$ cat config.mk
export PLATFORM = sky130hd
export DESIGN_NAME = timed_pump_command_parser_flat
export DESIGN_NICKNAME = d
export VERILOG_FILES = /design/src/sv/tcp_pkg.sv /design/src/sv/tcp_if.sv /design/src/sv/timed_pump_command_parser.sv /design/src/sv/tcp_parser.sv /design/src/sv/tcp_pump_bank.sv /design/src/flat_wrapper.sv
export SDC_FILE = /design/constraint.sdc
export NUM_CORES = 1
export LEC_CHECK = 0
export ABC_AREA = 1
export BUFFER_PORTS_ARGS = -buffer_cell sky130_fd_sc_hd__buf_4
export CAP_MARGIN = 10
export CORE_UTILIZATION = 69
export DETAILED_ROUTE_END_ITERATION = 6
export PLACE_DENSITY_LB_ADDON = 0.12
export SYNTH_ARGS = -nofsm -noshare
export SYNTH_HDL_FRONTEND = slang
export SYNTH_SLANG_ARGS = --single-unit
$ cat constraint.sdc
create_clock -name i_clk -period 15.8 [get_ports i_clk]
set_input_delay 1.58 -clock i_clk [delete_from_list [all_inputs] [get_ports i_clk]]
set_output_delay 1.58 -clock i_clk [all_outputs]
set_load 0.1 [all_outputs]
$ cat src/sv/tcp_pkg.sv
// Package for the timed pump command parser.
// Opcodes, character codes, defaults and the parser-to-pump-bank command type.
// No dependencies.
`default_nettype none

package tcp_pkg;

    // item opcodes
    localparam logic [1:0] OP_BYTE    = 2'd0;
    localparam logic [1:0] OP_TICK    = 2'd1;
    localparam logic [1:0] OP_END     = 2'd2;
    localparam logic [1:0] OP_ALL_OFF = 2'd3;

    // characters of the command line
    localparam logic [7:0] CH_UPPER_P = 8'h50;
    localparam logic [7:0] CH_LOWER_P = 8'h70;
    localparam logic [7:0] CH_COLON   = 8'h3A;
    localparam logic [7:0] CH_ZERO    = 8'h30;
    localparam logic [7:0] CH_NINE    = 8'h39;

    localparam int         PUMP_COUNT_DEF = 4;
    localparam logic [7:0] PWM_DUTY_RESET = 8'hFF;

    // finished command from the parser
    typedef struct packed {
        logic        fire;
        logic [7:0]  pump_num;
        logic [31:0] duration;
    } t_cmd;

endpackage

`default_nettype wire

$ cat src/sv/tcp_if.sv
// Valid/ready channel interfaces for the timed pump command parser.
// Payload widths are fixed; no dependencies.
`default_nettype none

interface tcp_in_if;
    logic       valid;
    logic       ready;
    logic [1:0] opcode;
    logic [7:0] byte_value;

    modport source (output valid, output opcode, output byte_value, input ready);
    modport sink   (input valid, input opcode, input byte_value, output ready);
endinterface

interface tcp_out_if;
    logic        valid;
    logic        ready;
    logic [3:0]  pump_on_mask;
    logic [7:0]  drive_duty;
    logic        line_done;
    logic [31:0] latest_off_time;

    modport source (output valid, output pump_on_mask, output drive_duty,
                    output line_done, output latest_off_time, input ready);
    modport sink   (input valid, input pump_on_mask, input drive_duty,
                    input line_done, input latest_off_time, output ready);
endinterface

`default_nettype wire

$ cat src/sv/timed_pump_command_parser.sv
// Top level of the timed pump command parser: input register, parser,
// pump bank and result register. Uses tcp_pkg, tcp_if, tcp_parser, tcp_pump_bank.
//
//   channel   dir  handshake        payload
//   i_in      in   valid/ready      opcode[1:0], byte_value[7:0]
//   o_out     out  valid/ready      pump_on_mask[3:0], drive_duty[7:0],
//                                   line_done, latest_off_time[31:0]
//   cfg       in   i_cfg_we         i_cfg_wdata[7:0] (pwm_duty)
//
// One item per cycle while the result side is not stalled, one result item
// per item. An item sits in the input register, is processed in one pass and
// is then registered in the result register. i_in.ready drops only while
// both registers are full and the result item is not being taken.
// Synchronous active-low reset empties both registers, clears the counter,
// the on mask and the parser, and sets pwm_duty to 255.
`default_nettype none

module timed_pump_command_parser #(
    parameter int PUMP_COUNT = tcp_pkg::PUMP_COUNT_DEF
) (
    input  wire logic       i_clk,
    input  wire logic       i_rst_n,
    tcp_in_if.sink          i_in,
    tcp_out_if.source       o_out,
    input  wire logic       i_cfg_we,
    input  wire logic [7:0] i_cfg_wdata
);

    // input register
    logic       r_in_valid;
    logic [1:0] r_in_opcode;
    logic [7:0] r_in_byte;

    // result register
    logic        r_out_valid;
    logic [3:0]  r_out_mask;
    logic [7:0]  r_out_duty;
    logic        r_out_done;
    logic [31:0] r_out_latest;

    logic [7:0]  r_pwm_duty;

    logic                    advance;   // result register can take a new item
    logic                    step;      // held item is processed this cycle
    tcp_pkg::t_cmd           cmd;
    logic [PUMP_COUNT-1:0]   mask_next;
    logic [31:0]             line_max_next;
    logic [PUMP_COUNT+3:0]   mask_pad;  // zero-extended so low 4 bits always exist

    assign advance    = !r_out_valid || o_out.ready;
    assign step       = r_in_valid && advance;
    assign i_in.ready = !r_in_valid || advance;

    always_ff @(posedge i_clk) begin
        if (!i_rst_n) begin
            r_in_valid <= 1'b0;
        end else if (i_in.ready) begin
            r_in_valid <= i_in.valid;
        end
    end

    always_ff @(posedge i_clk) begin
        if (i_in.ready && i_in.valid) begin
            r_in_opcode <= i_in.opcode;
            r_in_byte   <= i_in.byte_value;
        end
    end

    always_ff @(posedge i_clk) begin
        if (!i_rst_n) begin
            r_pwm_duty <= tcp_pkg::PWM_DUTY_RESET;
        end else if (i_cfg_we) begin
            r_pwm_duty <= i_cfg_wdata;
        end
    end

    tcp_parser #(
        .PUMP_COUNT (PUMP_COUNT)
    ) u_parser (
        .i_clk    (i_clk),
        .i_rst_n  (i_rst_n),
        .i_step   (step),
        .i_opcode (r_in_opcode),
        .i_byte   (r_in_byte),
        .o_cmd    (cmd)
    );

    tcp_pump_bank #(
        .PUMP_COUNT (PUMP_COUNT)
    ) u_pump_bank (
        .i_clk           (i_clk),
        .i_rst_n         (i_rst_n),
        .i_step          (step),
        .i_opcode        (r_in_opcode),
        .i_cmd           (cmd),
        .o_mask_next     (mask_next),
        .o_line_max_next (line_max_next)
    );

    assign mask_pad = {4'b0, mask_next};

    always_ff @(posedge i_clk) begin
        if (!i_rst_n) begin
            r_out_valid <= 1'b0;
        end else if (advance) begin
            r_out_valid <= r_in_valid;
        end
    end

    // latest off time shows only on end of line results
    always_ff @(posedge i_clk) begin
        if (step) begin
            r_out_mask   <= mask_pad[3:0];
            r_out_duty   <= r_pwm_duty;
            r_out_done   <= (r_in_opcode == tcp_pkg::OP_END);
            r_out_latest <= (r_in_opcode == tcp_pkg::OP_END) ? line_max_next : 32'd0;
        end
    end

    assign o_out.valid           = r_out_valid;
    assign o_out.pump_on_mask    = r_out_mask;
    assign o_out.drive_duty      = r_out_duty;
    assign o_out.line_done       = r_out_done;
    assign o_out.latest_off_time = r_out_latest;

endmodule

`default_nettype wire

$ cat src/sv/tcp_parser.sv
// Command line parser: phase register, pump number and duration accumulators.
// Uses tcp_pkg; emits a tcp_pkg::t_cmd when a command completes.
`default_nettype none

module tcp_parser #(
    parameter int PUMP_COUNT = tcp_pkg::PUMP_COUNT_DEF
) (
    input  wire logic         i_clk,
    input  wire logic         i_rst_n,
    input  wire logic         i_step,
    input  wire logic [1:0]   i_opcode,
    input  wire logic [7:0]   i_byte,
    output tcp_pkg::t_cmd     o_cmd
);

    localparam logic [1:0] PH_SEEK = 2'd0;
    localparam logic [1:0] PH_PUMP = 2'd1;
    localparam logic [1:0] PH_SKIP = 2'd2;
    localparam logic [1:0] PH_DUR  = 2'd3;

    localparam logic [7:0] MAX_NUM = 8'(PUMP_COUNT);

    logic [1:0]  r_phase, n_phase;
    logic [7:0]  r_pacc, n_pacc;
    logic [31:0] r_dacc, n_dacc;
    logic        r_has, n_has;

    logic        digit, is_p, is_colon, num_good;
    logic [3:0]  dval;
    logic [7:0]  dsub;
    logic [11:0] pnext;
    logic [7:0]  psat;
    logic [31:0] dnext;

    assign digit    = (i_byte >= tcp_pkg::CH_ZERO) && (i_byte <= tcp_pkg::CH_NINE);
    assign is_p     = (i_byte == tcp_pkg::CH_UPPER_P) || (i_byte == tcp_pkg::CH_LOWER_P);
    assign is_colon = (i_byte == tcp_pkg::CH_COLON);
    assign dsub     = i_byte - tcp_pkg::CH_ZERO;
    assign dval     = dsub[3:0];
    assign num_good = (r_pacc != 8'd0) && (r_pacc <= MAX_NUM);

    // acc*10 + digit, saturating at 255
    assign pnext = ({4'b0, r_pacc} << 3) + ({4'b0, r_pacc} << 1) + {8'b0, dval};
    assign psat  = (pnext > 12'd255) ? 8'hFF : pnext[7:0];
    // wraps modulo 2^32
    assign dnext = (r_dacc << 3) + (r_dacc << 1) + {28'b0, dval};

    always_comb begin
        n_phase         = r_phase;
        n_pacc          = r_pacc;
        n_dacc          = r_dacc;
        n_has           = r_has;
        o_cmd.fire      = 1'b0;
        o_cmd.pump_num  = r_pacc;
        o_cmd.duration  = r_dacc;
        if (i_step) begin
            case (i_opcode)
                tcp_pkg::OP_BYTE: begin
                    case (r_phase)
                        PH_SEEK: begin
                            if (is_p) begin
                                n_phase = PH_PUMP;
                                n_pacc  = 8'd0;
                            end
                        end
                        PH_PUMP: begin
                            if (digit) begin
                                n_pacc = psat;
                            end else if (!num_good) begin
                                // byte seen again while seeking P
                                if (is_p) begin
                                    n_pacc = 8'd0;
                                end else begin
                                    n_phase = PH_SEEK;
                                end
                            end else if (is_colon) begin
                                n_phase = PH_DUR;
                                n_dacc  = 32'd0;
                                n_has   = 1'b0;
                            end else begin
                                n_phase = PH_SKIP;
                            end
                        end
                        PH_SKIP: begin
                            if (is_colon) begin
                                n_phase = PH_DUR;
                                n_dacc  = 32'd0;
                                n_has   = 1'b0;
                            end
                        end
                        default: begin
                            if (digit) begin
                                n_dacc = dnext;
                                n_has  = 1'b1;
                            end else begin
                                o_cmd.fire = r_has && num_good;
                                if (is_p) begin
                                    n_phase = PH_PUMP;
                                    n_pacc  = 8'd0;
                                end else begin
                                    n_phase = PH_SEEK;
                                end
                            end
                        end
                    endcase
                end
                tcp_pkg::OP_END: begin
                    o_cmd.fire = (r_phase == PH_DUR) && r_has && num_good;
                    n_phase    = PH_SEEK;
                    n_pacc     = 8'd0;
                    n_dacc     = 32'd0;
                    n_has      = 1'b0;
                end
                default: begin
                end
            endcase
        end
    end

    always_ff @(posedge i_clk) begin
        if (!i_rst_n) begin
            r_phase <= PH_SEEK;
            r_pacc  <= 8'd0;
            r_dacc  <= 32'd0;
            r_has   <= 1'b0;
        end else begin
            r_phase <= n_phase;
            r_pacc  <= n_pacc;
            r_dacc  <= n_dacc;
            r_has   <= n_has;
        end
    end

endmodule

`default_nettype wire

$ cat src/sv/tcp_pump_bank.sv
// Pump lanes: millisecond counter, per-pump off time and on bit, line maximum.
// Uses tcp_pkg; takes commands from tcp_parser.
`default_nettype none

module tcp_pump_bank #(
    parameter int PUMP_COUNT = tcp_pkg::PUMP_COUNT_DEF
) (
    input  wire logic                  i_clk,
    input  wire logic                  i_rst_n,
    input  wire logic                  i_step,
    input  wire logic [1:0]            i_opcode,
    input  wire tcp_pkg::t_cmd         i_cmd,
    output logic [PUMP_COUNT-1:0]      o_mask_next,
    output logic [31:0]                o_line_max_next
);

    logic [31:0]           r_time, n_time;
    logic [PUMP_COUNT-1:0] r_mask, n_mask;
    logic [31:0]           r_off [PUMP_COUNT];
    logic [31:0]           n_off [PUMP_COUNT];
    logic [31:0]           r_line, n_line;
    logic [31:0]           time_inc, sched;
    logic [31:0]           diff [PUMP_COUNT];

    assign time_inc = r_time + 32'd1;
    assign sched    = r_time + i_cmd.duration;

    always_comb begin
        n_time = r_time;
        n_mask = r_mask;
        n_line = r_line;
        for (int i = 0; i < PUMP_COUNT; i++) begin
            n_off[i] = r_off[i];
            diff[i]  = time_inc - r_off[i];
        end
        if (i_step) begin
            case (i_opcode)
                tcp_pkg::OP_TICK: begin
                    n_time = time_inc;
                    // signed wrap compare: expired once time - off >= 0
                    for (int i = 0; i < PUMP_COUNT; i++) begin
                        if (r_mask[i] && !diff[i][31]) begin
                            n_mask[i] = 1'b0;
                        end
                    end
                end
                tcp_pkg::OP_ALL_OFF: begin
                    n_mask = '0;
                end
                default: begin
                    if (i_cmd.fire) begin
                        for (int i = 0; i < PUMP_COUNT; i++) begin
                            if (i_cmd.pump_num == 8'(i + 1)) begin
                                if (i_cmd.duration == 32'd0) begin
                                    n_mask[i] = 1'b0;
                                end else begin
                                    n_mask[i] = 1'b1;
                                    n_off[i]  = sched;
                                end
                            end
                        end
                        if ((i_cmd.duration != 32'd0) && (sched > r_line)) begin
                            n_line = sched;
                        end
                    end
                end
            endcase
        end
    end

    assign o_mask_next     = n_mask;
    assign o_line_max_next = n_line;

    always_ff @(posedge i_clk) begin
        if (!i_rst_n) begin
            r_time <= 32'd0;
            r_mask <= '0;
            r_line <= 32'd0;
        end else begin
            r_time <= n_time;
            r_mask <= n_mask;
            r_line <= (i_step && (i_opcode == tcp_pkg::OP_END)) ? 32'd0 : n_line;
        end
    end

    // off times matter only while the on bit is set
    always_ff @(posedge i_clk) begin
        for (int i = 0; i < PUMP_COUNT; i++) begin
            r_off[i] <= n_off[i];
        end
    end

endmodule

`default_nettype wire

$ cat src/flat_wrapper.sv
// flat-port wrapper written by rule: the top's interface ports become plain ports
module timed_pump_command_parser_flat 
#(
    parameter int PUMP_COUNT = tcp_pkg::PUMP_COUNT_DEF
)
  (i_clk, i_rst_n, i_cfg_we, i_cfg_wdata, i_in_valid, i_in_opcode, i_in_byte_value, i_in_ready, o_out_valid, o_out_pump_on_mask, o_out_drive_duty, o_out_line_done, o_out_latest_off_time, o_out_ready);
  tcp_in_if i_in_i ();
  tcp_out_if o_out_i ();
  input  wire logic i_clk;
  input  wire logic i_rst_n;
  input  wire logic i_cfg_we;
  input  wire logic [7:0] i_cfg_wdata;
  input wire logic [$bits(i_in_i.valid)-1:0] i_in_valid;
  input wire logic [$bits(i_in_i.opcode)-1:0] i_in_opcode;
  input wire logic [$bits(i_in_i.byte_value)-1:0] i_in_byte_value;
  output wire logic [$bits(i_in_i.ready)-1:0] i_in_ready;
  output wire logic [$bits(o_out_i.valid)-1:0] o_out_valid;
  output wire logic [$bits(o_out_i.pump_on_mask)-1:0] o_out_pump_on_mask;
  output wire logic [$bits(o_out_i.drive_duty)-1:0] o_out_drive_duty;
  output wire logic [$bits(o_out_i.line_done)-1:0] o_out_line_done;
  output wire logic [$bits(o_out_i.latest_off_time)-1:0] o_out_latest_off_time;
  input wire logic [$bits(o_out_i.ready)-1:0] o_out_ready;
  assign i_in_i.valid = i_in_valid;
  assign i_in_i.opcode = i_in_opcode;
  assign i_in_i.byte_value = i_in_byte_value;
  assign i_in_ready = i_in_i.ready;
  assign o_out_valid = o_out_i.valid;
  assign o_out_pump_on_mask = o_out_i.pump_on_mask;
  assign o_out_drive_duty = o_out_i.drive_duty;
  assign o_out_line_done = o_out_i.line_done;
  assign o_out_latest_off_time = o_out_i.latest_off_time;
  assign o_out_i.ready = o_out_ready;
  timed_pump_command_parser #(.PUMP_COUNT(PUMP_COUNT)) u_core (.i_clk(i_clk), .i_rst_n(i_rst_n), .i_in(i_in_i), .o_out(o_out_i), .i_cfg_we(i_cfg_we), .i_cfg_wdata(i_cfg_wdata));
endmodule
==> results.txt, run 1 <==
The run finished with clean final reports. The clock latency on the worst-skew pair is 0.58 ns. For this run, the register share of the synthesized area comes to 38.6%. Max-slew violation total from the final report: 0.

The run gives 89900 um as the first-pass GRT wire length. After synthesis, the cell types taking the most area are edfxtp_1 27%, ha_1 16%, dfxtp_1 12%, nand2_1 12%, inv_1 7.6%. For the pin with the worst max-slew slack, the measured transition is 1.05 ns.

The leading area contributor after synthesis was edfxtp_1. The total power divided by cell area was 79.1 mW/mm^2. Dividing the detail-routed wire length by the instance count gives 18.2 um. The run gives 3 as the maximum number of buffers from clock root to sink.

The startpoint class of the critical path is a flip-flop. Setup repair after global routing left no endpoint under its margin. TritonCTS built the clock tree. The post-synthesis cell area is 0.0205 mm^2, and the share of layout cells above drive strength 1 is 6.67%. The average vias per placed instance was 5.89. The run gives 31 as the CTS buffer count. The logs give 70.9% for the starting density of the core and 1816 for the initial DRC count. For this run, asynchronously set or reset flops after synthesis account for 0%. The upper clock frequency limit is 0.194 GHz.

During placement, the flow inserted port buffers numbering 69. The largest fanout on the critical path was 16; the worst slack at placement was 10.91 ns. Wires add up to 56700 um.

The root buffer cell chosen for the clock tree is clkbuf_16. Counting every sink on the clock net gives 304. Global routing finished with a remaining overflow of 0. The total number of vias came out at 18300. The portion of the clock cycle consumed by the worst path in the final layout came out at 32.6%. Path type of the worst setup path: reg -> reg.

The final number of hold-violating endpoints was 0; the maximum number of pins on one net before global-route repair was 51. The largest incremental delay on the critical path works out to 0.52 ns. The logs give 2993 for the number of nets at the end of the flow and 0 for the reported max-cap violation count. The logs give 16.10 ns for the required time at the endpoint of the critical path and 0.0289 mm^2 for the area of the core. STA puts the critical path data arrival time at 5.45 ns.

Including well taps, the total number of placed cells is 3054. The initial antenna violation count is 0. The number of register bits inferred by synthesis was 304; the area added between synthesis and finish was 9.44%. The Yosys step of the flow raised 0 warnings.

Traced cell by cell, the critical path runs through ha_1 > fa_1 > nand2_1 > o21ai_0 > nand3_1 > nand2_1 > nand2_1 > nand2_1 > xnor2_1 > inv_1 > ha_1 > nand2_1 > inv_1 > nand3_1 > nor3_1 > nand2_1 > nand2_1 > nand2_1 > nand2_1 > nand2_2 > inv_1 > nand2_1 > nand2_1 > nor2_1. For this run, the total global-route usage over all layers was measured as 37.3%. The number of enable flip-flop cells after synthesis works out to 183. The slowest stage of the critical path is the inv_1 cell. The count of hold buffers inserted by post-cts repair was 0. The top cell type's share of synthesized area was 26.8%.

The most numerous cell in the Yosys netlist is nand2_1. From bottom edge to top edge, the die measures 174 um. In the post-route analysis, the smallest setup slack over all paths is 10.65 ns.

For the estimated wirelength of the detail-placed design, the log shows 42700 um. After technology mapping, the gate count stands at 2629. In this run the static leakage power is 11.2 nW.

The tools report the maximum VDD drop as 0.0818 mV. The count of cell types in the netlist came out at 44. The floorplan has 62 rows. The count of nets left with antenna violations once routing finished came out at 0. The most numerous cell on the critical path was nand2_1. The run gives 3112 as the count of non-filler cells in the finished layout.

The tools report the remaining max-slew budget at the tightest pin as 29.7%. Gates resized during post-CTS repair numbered 0. The most used flip-flop cell after synthesis is edfxtp_1. The clock slew at the register clock pins of the worst setup and hold paths was 0.06 ns. 0 antenna diodes ended up in the layout.

Counting instances in the post-synthesis netlist gives the leading cell types as 641 x nand2_1, 415 x inv_1, 265 x nor2_1. The pre-antenna-repair detailed-routing pass consisted of 7 iterations. The worst clock skew is 0.0161 ns. The final setup TNS came out at 0 ns. The die covers 0.0304 mm^2. The die is 174 um wide. The average instance in the mapped netlist occupies 7.80 um^2. The I/O pin count was 70. Counting I/O delays and the setup requirement, the final critical path takes 5.15 ns. The total chip power is 1.78 mW, and the number of global-route vias before repair is 18000. The residual DRC count was 0. Setup violations remaining at the end of the flow were counted as 0. The worst setup path is captured at a flip-flop.

Counting every net in the synthesized netlist gives 2919. The tools report the deepest level of the CTS H-tree as 1. The global placer's final weighted congestion came out at 1.01. The worst hold path belongs to the class reg -> reg. After clock tree synthesis, the setup repair step added 0 buffers.
-- state kept, by name (all words and copies together), names as in the netlist, 4 cells and up --
name and cells:
u_core.u_pump_bank.r_off 128, u_core.u_parser.r_pacc 8, u_core.u_pump_bank.r_mask 4, u_core.o_out.latest_off_time 32, u_core.u_pump_bank.r_time 32, u_core.u_parser.r_dacc 32, u_core.o_out.pump_on_mask 4, u_core.o_out.drive_duty 8
u_core.r_in_byte 8, u_core.r_pwm_duty 8, u_core.u_pump_bank.r_line 32
-- per-stage QoR --
step	area, um^2	hold WS (ns)	utilization [%]
3_5_place_dp	21400	0.416	74.0
6_report	22400	0.432	77.6
3_3_place_gp	21400	0.413	74.0
2_1_floorplan	20500	0.409	-
4_1_cts	22400	0.436	77.6
5_1_grt	22400	0.447	77.6
-- metal layers --
metal	vias up	global-route usage (%)	share of wire (%)	wire (um)
li1	8788	-	-	-
met1	8567	46.9	40	22500
met2	824	64.4	48	27500
met3	165	4.66	7.9	4500
met4	0	15.9	3.9	2230
met5	-	0	0	0
-- critical path: cells and delay by family (launching register included) --
kind / cells / cell delay [ns]
adder cells (fa/ha/maj): 3 / 0.83
buffers and inverters: 3 / 0.77
AND/OR/NAND/NOR: 16 / 2.20
XOR/XNOR: 1 / 0.20
flip-flops: 1 / 0.47
AO/OA/AOI/OAI: 1 / 0.39
-- cell type report --
class | count | area [um^2]
multi-input combinational | 1868 | 10800
inverter | 421 | 1580
clock inverter | 18 | 203
sequential | 304 | 7920
fill | 2010 | 6490
timing repair buffer | 77 | 578
tap | 384 | 480
clock buffer | 40 | 840
-- logic make-up after synthesis --
| group | after synthesis | synth area share, % |
|---|---|---|
| flip-flops | 304 | 38.6 |
| XOR/XNOR | 63 | 2.73 |
| AO/OA/AOI/OAI | 372 | 9.86 |
| AND/OR/NAND/NOR | 1166 | 23.7 |
| buffers and inverters | 457 | 8.68 |
| adder cells (fa/ha/maj) | 267 | 16.5 |
-- path summary, 6_finish.rpt --
| kind | startpoint | endpoint | slack (ns) | cells past startpoint |
|---|---|---|---|---|
| worst max-delay path | u_core.u_pump_bank.r_time[0] | u_core.o_out.latest_off_time[22] | 10.65 | 24 |
| worst min-delay path | u_core.r_pwm_duty[0] | u_core.o_out.drive_duty[0] | 0.43 | 0 |
| worst min register to register | u_core.r_pwm_duty[0] | u_core.o_out.drive_duty[0] | 0.43 | 0 |
| worst max register to register | u_core.u_pump_bank.r_time[0] | u_core.o_out.latest_off_time[22] | 10.65 | 24 |
-- cell usage in the layout (no fill, tap or decap), types with 3 or more instances in the layout --
cell / n
a21o_1: 16
o21ai_2: 15
dfxtp_1: 121
o21ai_0: 98
edfxtp_1: 183
clkinv_1: 3
nor4_1: 5
a21boi_0: 4
or2_2: 10
xor2_1: 48
nand2_1: 641
nand4_1: 43
clkbuf_16: 31
a21oi_1: 215
clkbuf_8: 3
nor2_4: 3
fa_1: 5
buf_4: 77
nor2_2: 5
o21bai_1: 12
inv_2: 7
a31oi_1: 3
clkinv_2: 6
nand3_1: 128
xnor2_1: 14
nor3_1: 39
ha_1: 262
o21a_1: 4
nor2_1: 263
nand3b_1: 10
clkbuf_1: 6
bufinv_16: 4
inv_1: 414
nand2_2: 10
-- power by group --
part	leakage [nW]	internal, mW	switching, mW
logic	8.04	0.0414	0.117
clock network	0.508	0.440	0.314
registers	2.68	0.850	0.0123
Note: power is estimated with default switching activity, not from simulation.
==> run 2, diff against run 1 <==
--- a/config.mk
+++ b/config.mk
@@ -5,10 +5,10 @@
 export SDC_FILE = /design/constraint.sdc
 export NUM_CORES = 1
 export LEC_CHECK = 0
-export ABC_AREA = 1
+export ABC_AREA = 0
 export BUFFER_PORTS_ARGS = -buffer_cell sky130_fd_sc_hd__buf_4
 export CAP_MARGIN = 10
-export CORE_UTILIZATION = 69
+export CORE_UTILIZATION = 63
 export DETAILED_ROUTE_END_ITERATION = 6
 export PLACE_DENSITY_LB_ADDON = 0.12
 export SYNTH_ARGS = -nofsm -noshare
==> constraint.sdc (replaced) <==
create_clock -name i_clk -period 5.35 [get_ports i_clk]
set_input_delay 0.535 -clock i_clk [delete_from_list [all_inputs] [get_ports i_clk]]
set_output_delay 0.535 -clock i_clk [all_outputs]
set_load 0.1 [all_outputs]
==> run 2 against run 1 <==
  * Via count shrank 21%
  * Cell count shrank 22%
  * Flip-flop and latch count is the same
  * Largest cell class unchanged
  * Highest routed layer unchanged
==> results.txt, run 2 <==
For the global routing met3 resource utilization, the log shows 4.35% (-0.31 points). The switching power came out at 1.16 mW (+160%). The number of enable flip-flop cells after synthesis was 183 (unchanged); the final number of hold-violating endpoints was 0 (unchanged). The final number of setup-violating endpoints is 0 (unchanged), and the global route total overflow is 0 (unchanged). The tools report the count of non-filler cells in the finished layout as 2416 (-22%). The top cell types in the final layout, fill and taps aside, are 262 x ha_1, 183 x edfxtp_1, 181 x inv_1. The run gives 0 (unchanged) as the reported max-cap violation count.

The run gives 39.0% (+9.3 points) as the remaining max-slew budget at the tightest pin. The maximum number of buffers from clock root to sink is 3 (unchanged). The run gives 0.00993 mm^2 (-8.4%) as the multi-input logic area. Total number of vias: 14500 (-21%). After synthesis, the most frequently instantiated cells are 262 x ha_1, 183 x edfxtp_1, 182 x inv_1. The required time at the endpoint of the critical path is 5.77 ns (-10.33 ns). The global placer's final weighted congestion was 0.960 (-4.6%); the number of fill cells was 2142 (+6.6%). For the leakage component of the power, the log shows 9.87 nW (-12%). The clock slew at the register clock pins of the worst setup and hold paths was 0.06 ns (about the same); the clock share of power was 45.9% (+3.4 points). The run gives 64.4% (-6.4 points) as the starting density of the core. The maximum number of pins on one net before global-route repair is 65 (+27%), and the average size of a mapped cell is 10.0 um^2 (+29%). Site row count: 62 (unchanged). For the total routing usage reported by global routing, the log shows 32.4% (-4.9 points). The switching share of total power is 22.9% (-2.1 points), and the number of routed nets with antenna violations is 0 (unchanged). For the number of placed instances with taps included, the log shows 2352 (-23%). The logs give 42.5% (+3.9 points) for the part of the Yosys area used for sequential elements and 52.1% (-12 points) for the met2 routing resource usage after global routing. The tools report the arrival time of data at the critical path endpoint as 5.52 ns (+0.07 ns). Leaving out fill and tap cells, the most frequent cell in the layout is ha_1. The die outline area was 0.0303 mm^2 (-0.41%). For the number of nets at the end of the flow, the log shows 2296 (-23%).

The dominant combinational cell family by area after synthesis was adder cells. The initial DRC count is 1282 (-29%), and the share of layout cells above drive strength 1 is 12.0% (+5.3 points). The synthesized-area fraction occupied by ao, oa, aoi and oai cells is 14.3% (+4.5 points), and the initial antenna violation count is 1 (+1). The path class of the tightest hold or removal check is in -> reg.

The run gives 82 (+86%) as the count of cell types in the netlist. The total number of yosys warnings was 0 (unchanged); the residual DRC count was 0 (unchanged). The top cell type's share of synthesized area works out to 29.5% (+2.7 points). Tracing the worst setup path back leads to its startpoint at u_core.u_pump_bank.r_time[0]. For the number of global-route vias before repair, the log shows 14600 (-19%).

The logs give 0.0186 mm^2 (-9.1%) for the post-synthesis cell area and 304 (unchanged) for the clock net sink count. The maximum VDD drop came out at 0.209 mV (+160%). Cell depth of the worst flop-to-flop path: 20 (-17%). Yosys instantiated no cell more often than ha_1. The die span in y was 174 um (-0.21%).

The total power divided by cell area came out at 237 mW/mm^2 (+200%). The number of flip-flops in the largest register works out to 128 (unchanged). In this run the most used layer during global routing was met2.

Compared with the post-synthesis result, the final layout area differs by 14.2%. Setup repair after global routing left no endpoint under its margin. The register with the highest flop count was u_core.u_pump_bank.r_off. The critical path is of the reg -> reg type. The tools report the worst clock skew as 0.0257 ns (+0.00960 ns). The run gives -0.145 ns (-11.06 ns) as the worst slack at placement.

The tools report the internal power contribution as 3.90 mW (+190%). The transition time at the pin with the least slew margin was 0.909 ns (-0.137 ns). The worst setup path endpoint was u_core.u_pump_bank.r_mask[3]. The run gives 4.6% (-4.3 points) as the combinational share of power. The average vias per placed instance is 6.01 (+2.0%). Portion of netlist area occupied by mux cells: 1.89% (+1.9 points).

After synthesis, the cell types taking the most area are edfxtp_1 29%, ha_1 18%, dfxtp_1 13%, inv_1 3.7%, a21oi_1 3.3%. The final worst-path setup slack was 0.249 ns (-10.40 ns); the fraction of registers with async set or reset after synthesis was 0% (unchanged). The run gives 0 (unchanged) as the antenna diode count. The first-pass GRT wire length is 77000 um (-14%). The fraction of the mapped netlist area in simple logic gates is 13.0% (-11 points), and the share of the synthesized netlist area taken by xor and xnor gates is 5.54% (+2.8 points). Count of hold buffers inserted by post-cts repair: 0 (unchanged).

The run finished with clean final reports. The count of input and output buffers was 69 (unchanged). The instance count of the mapped netlist was 1858 (-29%); the net count after synthesis was 2148 (-26%).

The largest fanout on the critical path was 8 (-8). The clock latency on the worst-skew pair is 0.52 ns (-0.06 ns), and the area of the core is 0.0289 mm^2 (unchanged). TritonCTS built the clock tree. Summed over all instances, the cell type with the most area after synthesis is edfxtp_1.

The tools report the part of the power in registers as 49.5% (+0.9 points). The number of register bits inferred by synthesis was 304 (unchanged); the total length of routed wires was 48300 um (-15%). Deepest level of the CTS H-tree: 2 (+1). The startpoint identified for the worst register-to-register timing path is u_core.u_pump_bank.r_time[0]. The tools report the estimated wirelength of the detail-placed design as 36200 um (-15%). STA classifies the critical path endpoint as a flip-flop.

The fraction of the mapped netlist area in adder cells is 18.1% (+1.6 points). The clock root buffer was clkbuf_16. The startpoint class of the critical path was a flip-flop.

The tools report the register area as 0.00792 mm^2 (unchanged). The final period demand of the worst path was 5.10 ns (-0.0498 ns). The instance area at placement was 0.0201 mm^2 (-6.0%). The CTS buffer count is 34 (+9.7%), and the max-slew violation total from the final report is 0 (unchanged). The logs give 0.25 ns (-10.40 ns) for the reg-to-reg setup timing slack and 0.196 GHz (+0.98%) for the upper clock frequency limit. Portion of the clock cycle consumed by the worst path in the final layout: 95.4% (+63 points).

The tools report the total iterations of the first detailed-routing run as 5 (-2). Met1 track demand over resource: 45.5% (-1.4 points). For the final cell area excluding filler cells, the log shows 0.0213 mm^2 (-5.1%). The worst register-to-register path ends at u_core.u_pump_bank.r_mask[3]. The run gives 70 (unchanged) as the I/O pin count. The wire length per cell was 20.0 um (+9.6%). Die span in x: 174 um (-0.21%).

Among all flip-flop cells after synthesis, the most frequent one is edfxtp_1.
-- run 2: changes by cell type after synthesis, sizes merged, moves of 20 or more --
cell,previous run,this run
nor2,271,157
and2,1,21
mux2i,0,33
nand2b,0,22
inv,421,183
a21o,16,66
nand3,129,28
nor3,39,13
xnor2,15,62
a21oi,216,123
nand2,652,122
-- run 2: logic make-up after synthesis --
group,Yosys count
flip-flops,304
AO/OA/AOI/OAI,426
XOR/XNOR,117
multiplexers,35
adder cells (fa/ha/maj),267
AND/OR/NAND/NOR,485
buffers and inverters,224
-- run 2: worst min path at each step --
stage                              start                    endpoint  slack [ns]  cells after the start
finish                i_in_byte_value[0]         u_core.r_in_byte[0]        0.20                      1
global route          i_in_byte_value[4]         u_core.r_in_byte[4]        0.19                      1
CTS                   i_in_byte_value[6]         u_core.r_in_byte[6]        0.19                      1
detailed placement  u_core.r_pwm_duty[7]  u_core.o_out.drive_duty[7]        0.42                      0
global placement    u_core.r_pwm_duty[0]  u_core.o_out.drive_duty[0]        0.41                      0
floorplan           u_core.r_pwm_duty[0]  u_core.o_out.drive_duty[0]        0.41                      0
-- run 2: final cells by class --
| type | instances | area share (%) |
|---|---|---|
| Multi-Input combinational cell | 1330 | 46.6 |
| Sequential cell | 304 | 37.2 |
| Timing Repair Buffer | 153 | 5.45 |
| Clock buffer | 51 | 4.73 |
| Inverter | 183 | 3.23 |
| Tap cell | 384 | 2.26 |
| Clock inverter | 11 | 0.505 |
-- run 2: per-stage QoR --
stage | util [%] | hold WS, ns | setup TNS (ns) | total power [mW]
4_1_cts | 73.4 | 0.185 | 0 | 5.08
6_report | 73.6 | 0.201 | 0 | 5.05
3_3_place_gp | 69.5 | 0.409 | -0.892 | 2.78
3_5_place_dp | 69.5 | 0.420 | -2.46 | 2.78
2_1_floorplan | - | 0.408 | 0 | 2.72
5_1_grt | 73.6 | 0.186 | 0 | 5.17
-- run 2: power groups by stage --
| stage | sequential (mW) | clock, mW | combinational [mW] |
|---|---|---|---|
| after floorplan | 2.66 | 0 | 0.0549 |
| after global placement | 2.55 | 0 | 0.229 |
| after detailed placement | 2.55 | 0 | 0.231 |
| after CTS | 2.50 | 2.35 | 0.232 |
| after global routing | 2.50 | 2.42 | 0.241 |
| final | 2.50 | 2.32 | 0.232 |
-- run 2: metal layers --
metal / part of all wire (%) / vias to the layer above / wire [um]
met5: 0 / - / 0
met4: 2.4 / 0 / 1170
met3: 8.0 / 81 / 3840
met2: 45 / 539 / 21800
met1: 44 / 6925 / 21500
li1: - / 6982 / -
-- run 2: repair_timing --
action                                 CTS  global route
endpoints found under the hold margin    0             0
pin swaps                                1             1
buffers inserted                         2             0
setup endpoints to repair               41            67
resized for setup                        0             7
-- run 2: critical path, cell delays in order (launching register included) --
cell and delay, ns:
dfxtp_1 0.33, buf_4 0.16, ha_1 0.21, and3_4 0.22, and3_1 0.32, and3_4 0.26
and3_4 0.20, and3_4 0.21, and3_2 0.30, xor2_2 0.31, ha_1 0.31, a21o_1 0.17
a21o_1 0.17, a21oi_1 0.24, o21ai_0 0.13, a2111oi_0 0.42, nor2_1 0.09, a211oi_1 0.30
xnor2_1 0.21, a31o_2 0.30, and2_1 0.15
